`src/rtl/hec_pkg.sv`:
```
// ----------------------------------------------------------------------------
// hec_pkg
// Types and constants shared by the hex entry calculator modules.
// ----------------------------------------------------------------------------
package hec_pkg;

  localparam int unsigned DataW   = 64;
  localparam int unsigned NibCnt  = DataW / 4;
  localparam int unsigned NibIdxW = $clog2(NibCnt);
  localparam int unsigned DivCntW = $clog2(DataW);

  typedef enum logic [2:0] {
    OP_KEY   = 3'd0,
    OP_ADD   = 3'd1,
    OP_SUB   = 3'd2,
    OP_MUL   = 3'd3,
    OP_DIV   = 3'd4,
    OP_SHOW  = 3'd5,
    OP_CLEAR = 3'd6,
    OP_NONE  = 3'd7
  } opcode_t;

  typedef enum logic [1:0] {
    ST_OK       = 2'd0,
    ST_BAD_KEY  = 2'd1,
    ST_DIV_ZERO = 2'd2,
    ST_RSVD     = 2'd3
  } status_t;

  typedef enum logic [2:0] {
    S_IDLE,
    S_MUL,
    S_DIV,
    S_SKIP,
    S_SHOW,
    S_OUT
  } state_t;

  typedef struct packed {
    logic [2:0]       opcode;
    logic [7:0]       key_char;
    logic [DataW-1:0] operand;
  } in_item_t;

  typedef struct packed {
    logic [1:0]       status;
    logic [7:0]       digit_char;
    logic             last;
    logic [DataW-1:0] value;
  } out_item_t;

  // Commands from the controller to the datapath.
  typedef struct packed {
    logic load;      // capture input item and do the ops that need no iteration
    logic mul_step;  // one 32x16-bit partial product
    logic div_step;  // one restoring division bit
    logic div_done;  // commit quotient or product
    logic nib_dec;   // step the show pointer down
    logic emit;      // load the output register
    logic emit_show; // output register carries a show digit
  } cmd_t;

  typedef struct packed {
    opcode_t          op;
    logic             div_zero;
    logic             acc_zero;
    logic             top_zero;   // nibble at pointer is zero
    logic             nib_first;  // pointer at nibble zero
    logic             cnt_end;    // iteration counter at its end
  } sts_t;

endpackage

```
`src/rtl/hec_datapath.sv`:
```
// ----------------------------------------------------------------------------
// hec_datapath
// Accumulator, shared iterative multiplier and divider, and digit output.
// ----------------------------------------------------------------------------
module hec_datapath (
  input  logic               clk,
  input  logic               rst_n,
  input  hec_pkg::in_item_t  in_item,
  input  hec_pkg::cmd_t      cmd,
  output hec_pkg::sts_t      sts,
  output hec_pkg::out_item_t out_item
);
  import hec_pkg::*;

  logic [DataW-1:0]   acc_r, acc_nxt;
  logic [DataW-1:0]   opd_r, opd_nxt;
  logic [DataW-1:0]   work_r, work_nxt;   // product or quotient
  logic [DataW-1:0]   rem_r, rem_nxt;
  logic [DivCntW-1:0] cnt_r, cnt_nxt;
  logic [NibIdxW-1:0] nib_r, nib_nxt;
  opcode_t            op_r, op_nxt;
  status_t            st_r, st_nxt;
  out_item_t          out_r, out_nxt;

  logic [7:0]  k, folded;
  logic [3:0]  digit, nib;
  logic        is_hex;
  logic [15:0] mslice;
  logic [31:0] mhalf;
  logic [47:0] pp;
  logic [DataW:0] rsh, rdiff;

  assign k      = in_item.key_char;
  assign folded = k & 8'hDF;
  assign mslice = opd_r[cnt_r[1:0]*16 +: 16];
  assign mhalf  = cnt_r[2] ? acc_r[63:32] : acc_r[31:0];
  assign pp     = mhalf * mslice;
  assign rsh    = {rem_r, work_r[DataW-1]};
  assign rdiff  = rsh - {1'b0, opd_r};
  assign nib    = acc_r[nib_r*4 +: 4];

  always_comb begin
    is_hex = 1'b1;
    digit  = 4'd0;
    if (k >= 8'h30 && k <= 8'h39) begin
      digit = 4'(k - 8'h30);
    end else if (folded >= 8'h41 && folded <= 8'h46) begin
      digit = 4'(folded - 8'h37);
    end else begin
      is_hex = 1'b0;
    end
  end

  always_comb begin
    acc_nxt  = acc_r;
    opd_nxt  = opd_r;
    work_nxt = work_r;
    rem_nxt  = rem_r;
    cnt_nxt  = cnt_r;
    nib_nxt  = nib_r;
    op_nxt   = op_r;
    st_nxt   = st_r;
    out_nxt  = out_r;
    if (cmd.load) begin
      op_nxt   = opcode_t'(in_item.opcode);
      opd_nxt  = in_item.operand;
      st_nxt   = ST_OK;
      cnt_nxt  = '0;
      nib_nxt  = NibIdxW'(NibCnt - 1);
      work_nxt = (opcode_t'(in_item.opcode) == OP_DIV) ? acc_r : '0;
      rem_nxt  = '0;
      unique case (opcode_t'(in_item.opcode))
        OP_KEY: begin
          if (folded == 8'h53) begin
            acc_nxt = '0 - acc_r;
          end else if (!is_hex) begin
            st_nxt = ST_BAD_KEY;
          end else if ((acc_r & 64'h7000000000000000) == '0) begin
            acc_nxt = {acc_r[DataW-5:0], digit};
          end
        end
        OP_ADD:   acc_nxt = acc_r + in_item.operand;
        OP_SUB:   acc_nxt = acc_r - in_item.operand;
        OP_DIV:   if (in_item.operand == '0) st_nxt = ST_DIV_ZERO;
        OP_CLEAR: acc_nxt = '0;
        default: ;
      endcase
    end
    if (cmd.mul_step) begin
      // Product of the low 64 bits: sum of acc[32*i] * opd[16*j] slices.
      // Each step multiplies one 32-bit accumulator half by one 16-bit
      // operand slice; cnt bits 1:0 pick the slice and bit 2 the half.
      if (cnt_r[2]) begin
        work_nxt = work_r + (DataW'({pp, 32'd0}) << (cnt_r[1:0]*16));
      end else begin
        work_nxt = work_r + (DataW'(pp) << (cnt_r[1:0]*16));
      end
      cnt_nxt = cnt_r + 1'b1;
    end
    if (cmd.div_step) begin
      if (!rdiff[DataW]) begin
        rem_nxt = rdiff[DataW-1:0];
      end else begin
        rem_nxt = rsh[DataW-1:0];
      end
      work_nxt = {work_r[DataW-2:0], ~rdiff[DataW]};
      cnt_nxt  = cnt_r + 1'b1;
    end
    if (cmd.div_done) begin
      acc_nxt = work_r;
    end
    if (cmd.nib_dec) begin
      nib_nxt = nib_r - 1'b1;
    end
    if (cmd.emit) begin
      out_nxt.status     = st_r;
      out_nxt.digit_char = '0;
      out_nxt.last       = 1'b1;
      out_nxt.value      = acc_nxt;
      if (cmd.emit_show) begin
        out_nxt.status     = ST_OK;
        out_nxt.digit_char = {4'd0, nib} + ((nib <= 4'd9) ? 8'h30 : 8'h37);
        out_nxt.last       = (nib_r == '0) || (acc_r == '0);
      end
    end
  end

  always_ff @(posedge clk) begin
    if (!rst_n) begin
      acc_r <= '0;
    end else begin
      acc_r <= acc_nxt;
    end
  end

  always_ff @(posedge clk) begin
    opd_r  <= opd_nxt;
    work_r <= work_nxt;
    rem_r  <= rem_nxt;
    cnt_r  <= cnt_nxt;
    nib_r  <= nib_nxt;
    op_r   <= op_nxt;
    st_r   <= st_nxt;
    out_r  <= out_nxt;
  end

  assign sts.op        = op_r;
  assign sts.div_zero  = (st_r == ST_DIV_ZERO);
  assign sts.acc_zero  = (acc_r == '0);
  assign sts.top_zero  = (nib == 4'd0);
  assign sts.nib_first = (nib_r == '0);
  assign sts.cnt_end   = (op_r == OP_MUL) ? (cnt_r[2:0] == 3'd7) : (cnt_r == '1);
  assign out_item      = out_r;

endmodule

```
`src/rtl/hec_ctrl.sv`:
```
// ----------------------------------------------------------------------------
// hec_ctrl
// Sequencer for the hex entry calculator.
// ----------------------------------------------------------------------------
module hec_ctrl (
  input  logic          clk,
  input  logic          rst_n,
  input  logic          in_valid,
  output logic          in_ready,
  output logic          out_valid,
  input  logic          out_ready,
  input  hec_pkg::sts_t sts,
  output hec_pkg::cmd_t cmd
);
  import hec_pkg::*;

  state_t state_r, state_nxt;
  logic   ov_r, ov_nxt;
  logic   free;

  assign free      = !ov_r || out_ready;
  assign out_valid = ov_r;

  always_comb begin
    state_nxt = state_r;
    ov_nxt    = ov_r && !out_ready;
    cmd       = '0;
    in_ready  = 1'b0;
    unique case (state_r)
      S_IDLE: begin
        in_ready = 1'b1;
        if (in_valid) begin
          cmd.load  = 1'b1;
          state_nxt = S_OUT;
        end
      end
      S_OUT: begin
        priority if (sts.op == OP_MUL) begin
          state_nxt = S_MUL;
        end else if (sts.op == OP_DIV && !sts.div_zero) begin
          state_nxt = S_DIV;
        end else if (sts.op == OP_SHOW) begin
          state_nxt = sts.acc_zero ? S_SHOW : S_SKIP;
        end else if (free) begin
          cmd.emit  = 1'b1;
          ov_nxt    = 1'b1;
          state_nxt = S_IDLE;
        end
      end
      S_MUL: begin
        cmd.mul_step = 1'b1;
        if (sts.cnt_end) state_nxt = S_SKIP;
      end
      S_DIV: begin
        cmd.div_step = 1'b1;
        if (sts.cnt_end) state_nxt = S_SKIP;
      end
      S_SKIP: begin
        priority if (sts.op == OP_DIV || sts.op == OP_MUL) begin
          if (free) begin
            cmd.div_done = 1'b1;
            cmd.emit     = 1'b1;
            ov_nxt       = 1'b1;
            state_nxt    = S_IDLE;
          end
        end else if (sts.top_zero && !sts.nib_first) begin
          cmd.nib_dec = 1'b1;
        end else begin
          state_nxt = S_SHOW;
        end
      end
      S_SHOW: begin
        if (free) begin
          cmd.emit      = 1'b1;
          cmd.emit_show = 1'b1;
          ov_nxt        = 1'b1;
          if (sts.nib_first || sts.acc_zero) state_nxt = S_IDLE;
          else cmd.nib_dec = 1'b1;
        end
      end
      default: state_nxt = S_IDLE;
    endcase
  end

  always_ff @(posedge clk) begin
    if (!rst_n) begin
      state_r <= S_IDLE;
      ov_r    <= 1'b0;
    end else begin
      state_r <= state_nxt;
      ov_r    <= ov_nxt;
    end
  end

endmodule

```
`src/rtl/hex_entry_calculator.sv`:
```
// ----------------------------------------------------------------------------
// hex_entry_calculator
// 64-bit hexadecimal keypad calculator.
// ----------------------------------------------------------------------------
// One item is handled at a time. Key, add, subtract, clear and divide by zero
// finish in the load and output states. Multiply runs eight 32x16-bit partial
// products through one shared multiplier. Divide makes one quotient bit
// per cycle in a restoring divider. Show first skips leading zero nibbles,
// then emits one digit per remaining nibble; a zero value shows as a single
// 0 digit. The output register lets a result wait while the next item is
// taken.
module hex_entry_calculator (
  input  logic               clk,
  input  logic               rst_n,
  input  logic               in_valid,
  output logic               in_ready,
  input  hec_pkg::in_item_t  in_data,
  output logic               out_valid,
  input  logic               out_ready,
  output hec_pkg::out_item_t out_data
);
  import hec_pkg::*;

  cmd_t cmd;
  sts_t sts;

  hec_ctrl u_ctrl (
    .clk        (clk),
    .rst_n      (rst_n),
    .in_valid   (in_valid),
    .in_ready   (in_ready),
    .out_valid  (out_valid),
    .out_ready  (out_ready),
    .sts        (sts),
    .cmd        (cmd)
  );

  hec_datapath u_dp (
    .clk      (clk),
    .rst_n    (rst_n),
    .in_item  (in_data),
    .cmd      (cmd),
    .sts      (sts),
    .out_item (out_data)
  );

endmodule

```
`config.mk`:
```
export PLATFORM = sky130hd
export DESIGN_NAME = hex_entry_calculator
export DESIGN_NICKNAME = d
export VERILOG_FILES = /design/src/rtl/hec_pkg.sv /design/src/rtl/hec_datapath.sv /design/src/rtl/hec_ctrl.sv /design/src/rtl/hex_entry_calculator.sv
export SDC_FILE = /design/constraint.sdc
export NUM_CORES = 2
export LEC_CHECK = 0
export ABC_CLOCK_PERIOD_IN_PS = 14400
export BUFFER_PORTS_ARGS = -buffer_cell sky130_fd_sc_hd__buf_4
export CAP_MARGIN = 0
export CORE_AREA = 2 2 333 335
export CTS_BUF_LIST = sky130_fd_sc_hd__clkbuf_16
export CTS_CLUSTER_SIZE = 14
export DETAILED_ROUTE_END_ITERATION = 8
export DIE_AREA = 0 0 335 337
export SLEW_MARGIN = 20
export SYNTH_ARGS = -nofsm -noshare
export SYNTH_HDL_FRONTEND = slang
export SYNTH_SLANG_ARGS = --single-unit
```
`constraint.sdc`:
```
create_clock -name clk -period 14.4 [get_ports clk]
set_clock_uncertainty 0.2 [all_clocks]
set_input_delay 2.88 -clock clk [delete_from_list [all_inputs] [get_ports clk]]
set_output_delay 2.88 -clock clk [all_outputs]
set_load 0.05 [all_outputs]
```
==> PnR_summary.wiki <==
{| class="wikitable"
! Metric !! Value
|-
| Run status || completed
|-
| Setup repair after global routing missed its margin || false
|-
| Count of input and output buffers || 154
|-
| Worst EP arrival || 13.08 ns
|-
| Number of H-tree levels || 2
|-
| Post-Route WL || 209000 um
|-
| NumNets Final || 6690
|-
| Count of buffer and inverter cells on the critical path || 5
|-
| Detail Placement HPWL || 162000 um
|-
| Number of search-and-repair iterations in the first detailed-routing pass || 9
|-
| Antenna violations before repair || 15
|-
| Top-level I/O count || 156
|-
| Number of warnings reported in the yosys synthesis log || 0
|-
| Sequential cell area fraction in the yosys report || 20.1%
|-
| Cell repeated most along the worst path || sky130_fd_sc_hd__fa_1
|-
| Worst Path Class, Setup || reg -> reg
|-
| Share of layout cells above drive strength 1 || 7.86%
|-
| Maximum clock frequency || 78.2 MHz
|-
| Worst-path fanout max || 58
|-
| Clock Latency Late Sink || 0.64 ns
|-
| Via count || 46300
|-
| Y dimension of the die || 337 um
|-
| Most instantiated flip-flop cell in the synthesis netlist || sky130_fd_sc_hd__edfxtp_1
|-
| Req. time, crit path || 14.70 ns
|-
| Master cell of the clock root buffer || sky130_fd_sc_hd__clkbuf_16
|-
| Area enclosed by the die boundary || 113000 um^2
|-
| Per-instance average area after synthesis || 8.23 um^2
|-
| Proportion of synthesized flip-flops having asynchronous set or reset || 0%
|-
| Initial Util || 44.5%
|-
| 1st-iter DRT viols || 5892
|-
| Pin count of the biggest net entering global routing || 87
|-
| Max capacitance violation total || 0
|-
| Least-Margin Pin Slew || 1.20 ns
|-
| Number of endpoints failing setup at the final stage || 0
|-
| Clk sinks || 349
|-
| Clock period minus worst slack || 12.78 ns
|-
| Overflow left after global routing || 0
|-
| Critical path endpoint category || flop
|-
| Count of nets left with antenna violations after detail routing || 0
|-
| Post-CTS Setup Inserts || 0
|-
| Clock slew at reported path FFs || 0.07 ns
|-
| Per-cell routed wire length || 28.5 um
|-
| Wire length of the first global-routing pass || 303000 um
|-
| Area delta synth->final || 8.01%
|-
| Smallest hold slack || 0.396 ns
|-
| Startpoint class of the critical path || flop
|-
| Cts-stage hold buffer count || 0
|-
| Worst path slowest cell || sky130_fd_sc_hd__mux2i_1
|-
| Avg Vias per Cell || 6.32
|-
| CTS tree || done
|-
| Post-synth EDFFs || 281
|-
| Post-synthesis cell type count || 100
|-
| Delay of the slowest cell on the worst path || 0.96 ns
|-
| Die width || 335 um
|-
| Via count of the first global-routing pass || 44000
|-
| Floorplan Core Area || 110000 um^2
|-
| Gate Count Post-Synth || 5933
|-
| Period Utilization, post-route || 88.8%
|-
| Summed negative setup slack over all endpoints || 0 ns
|-
| Class of the worst hold path || reg -> reg
|-
| DRC violations left || 0
|-
| Total of flip-flops plus latches after synthesis || 349
|-
| Max-slew violations || 0
|-
| Final Wtd Congestion || 1.03
|-
| Post-synthesis cell area || 48800 um^2
|-
| Number of hold-slack violations in the final timing report || 0
|-
| Global Route Usage Sum || 36.5%
|-
| Worst slew margin relative to its limit || 19.8%
|-
| Post-cts repair resize count || 0
|-
| Clock buffers created by TritonCTS || 43
|-
| CP top delay family || compound AO/OA/AOI/OAI gates
|-
| Maximum clock path buffer count || 3
|-
| Post-Syn Nets || 6757
|-
| Row cnt || 122
|}
-- logic make-up after synthesis --
family,after synthesis,share of synthesized area (%)
muxes,173,4.38
AOI/OAI and AO/OA,1477,19.2
and+or+nand+nor,1917,18.1
buffers and inverters,994,7.70
other,1,0.00768
adders and majority gates,745,25.6
DFF,349,20.1
xor gates and xnor gates,277,4.97
-- synthesized netlist by cell type, types with 68 or more instances --
library cell | instances | area [um^2]
sky130_fd_sc_hd__edfxtp_1 | 281 | 8440
sky130_fd_sc_hd__xnor2_1 | 169 | 1480
sky130_fd_sc_hd__nor2_1 | 562 | 2110
sky130_fd_sc_hd__dfxtp_1 | 68 | 1360
sky130_fd_sc_hd__a21o_1 | 142 | 1070
sky130_fd_sc_hd__mux2i_1 | 111 | 1110
sky130_fd_sc_hd__and2_1 | 112 | 701
sky130_fd_sc_hd__o21ai_0 | 365 | 1830
sky130_fd_sc_hd__nand3_1 | 99 | 495
sky130_fd_sc_hd__clkbuf_1 | 347 | 1300
sky130_fd_sc_hd__ha_1 | 323 | 4040
sky130_fd_sc_hd__nor3_1 | 113 | 566
sky130_fd_sc_hd__fa_1 | 422 | 8450
sky130_fd_sc_hd__nand2_1 | 673 | 2530
sky130_fd_sc_hd__a21oi_1 | 413 | 2070
sky130_fd_sc_hd__xor2_1 | 108 | 946
sky130_fd_sc_hd__inv_1 | 622 | 2330
-- placed cells by master, fill, tap and decap left out, types with 17 or more instances in the layout --
cell / n
sky130_fd_sc_hd__xnor2_1: 169
sky130_fd_sc_hd__nor2b_1: 42
sky130_fd_sc_hd__mux2_2: 33
sky130_fd_sc_hd__o21bai_1: 58
sky130_fd_sc_hd__inv_1: 626
sky130_fd_sc_hd__or4_1: 20
sky130_fd_sc_hd__o21a_1: 34
sky130_fd_sc_hd__a221oi_1: 39
sky130_fd_sc_hd__fa_1: 422
sky130_fd_sc_hd__dfxtp_1: 68
sky130_fd_sc_hd__clkbuf_16: 43
sky130_fd_sc_hd__a31oi_1: 66
sky130_fd_sc_hd__o221ai_1: 27
sky130_fd_sc_hd__o22ai_1: 17
sky130_fd_sc_hd__o31ai_1: 25
sky130_fd_sc_hd__a21o_1: 142
sky130_fd_sc_hd__mux2i_1: 108
sky130_fd_sc_hd__nor3_1: 109
sky130_fd_sc_hd__a22oi_1: 52
sky130_fd_sc_hd__buf_4: 257
sky130_fd_sc_hd__nand2_1: 671
sky130_fd_sc_hd__ha_1: 323
sky130_fd_sc_hd__edfxtp_1: 281
sky130_fd_sc_hd__nand2b_1: 44
sky130_fd_sc_hd__nand4_1: 59
sky130_fd_sc_hd__xor2_1: 108
sky130_fd_sc_hd__and2_1: 111
sky130_fd_sc_hd__a21oi_1: 413
sky130_fd_sc_hd__nor2_1: 560
sky130_fd_sc_hd__o21ai_0: 359
sky130_fd_sc_hd__mux4_2: 29
sky130_fd_sc_hd__nand3_1: 98
sky130_fd_sc_hd__nor4_1: 30
sky130_fd_sc_hd__and3_1: 50
sky130_fd_sc_hd__o211ai_1: 47
sky130_fd_sc_hd__a211oi_1: 35
sky130_fd_sc_hd__or3_1: 35
-- layer usage --
metal / vias up / GRT usage [%] / wire, um
li1: 20400 / - / -
met1: 22800 / 49.9 / 86800
met2: 2623 / 53.0 / 86800
met3: 473 / 10.1 / 23400
met4: 14 / 17.9 / 12400
met5: - / 0.128 / 94
-- metrics by stage --
step	cells	utilization (%)	cell area, um^2	setup WS (ns)
3_3_place_gp	7246	46.7	51200	1.87
3_5_place_dp	7246	46.8	51200	1.99
6_report	7337	48.1	52700	1.62
2_1_floorplan	5933	-	48800	3.75
4_1_cts	7325	48.1	52700	1.95
5_1_grt	7328	48.1	52700	1.18
-- registers in the layout, summed over array words and instances (netlist names) --
register          count
u_dp.st_r             2
u_ctrl.out_valid      1
u_dp.nib_r            4
u_dp.out_item        74
u_dp.cnt_r            6
u_dp.opd_r           64
u_dp.op_r             3
u_dp.work_r          64
u_dp.rem_r           64
u_dp.acc_r           64
u_ctrl.state_r        3
-- worst reg2reg max path: cells and delay by family, from the launching register on --
family / cells / cell delay, ns
compound gates: 14 / 4.42
xor+xnor: 2 / 0.60
fa+ha+maj: 8 / 4.02
buf+inv: 5 / 0.62
flops: 1 / 0.78
mux: 1 / 1.04
simple gates: 6 / 0.95
-- path summary, 6_finish.rpt --
path,startpoint,slack [ns],endpoint,depth (start not counted)
hold reg to reg,u_ctrl.state_r[0],0.40,u_ctrl.state_r[0],2
setup reg to reg,u_dp.cnt_r[2],1.62,u_dp.work_r[63],36
setup / recovery,u_dp.cnt_r[2],1.62,u_dp.work_r[63],36
hold / removal,u_ctrl.state_r[0],0.40,u_ctrl.state_r[0],2
-- cell type report --
cell class / instances / area, um^2
timing repair buffer: 259 / 1960
fill: 10800 / 56900
clock inverter: 36 / 363
inverter: 623 / 2340
multi-input combinational: 4590 / 35400
tap: 1426 / 1780
antenna: 11 / 27.5
clock buffer: 43 / 1080
sequential: 349 / 9800
Power is left out: the tool's default activity adds up to more than one toggle a clock period on the data nets, which glitch-free logic cannot reach.
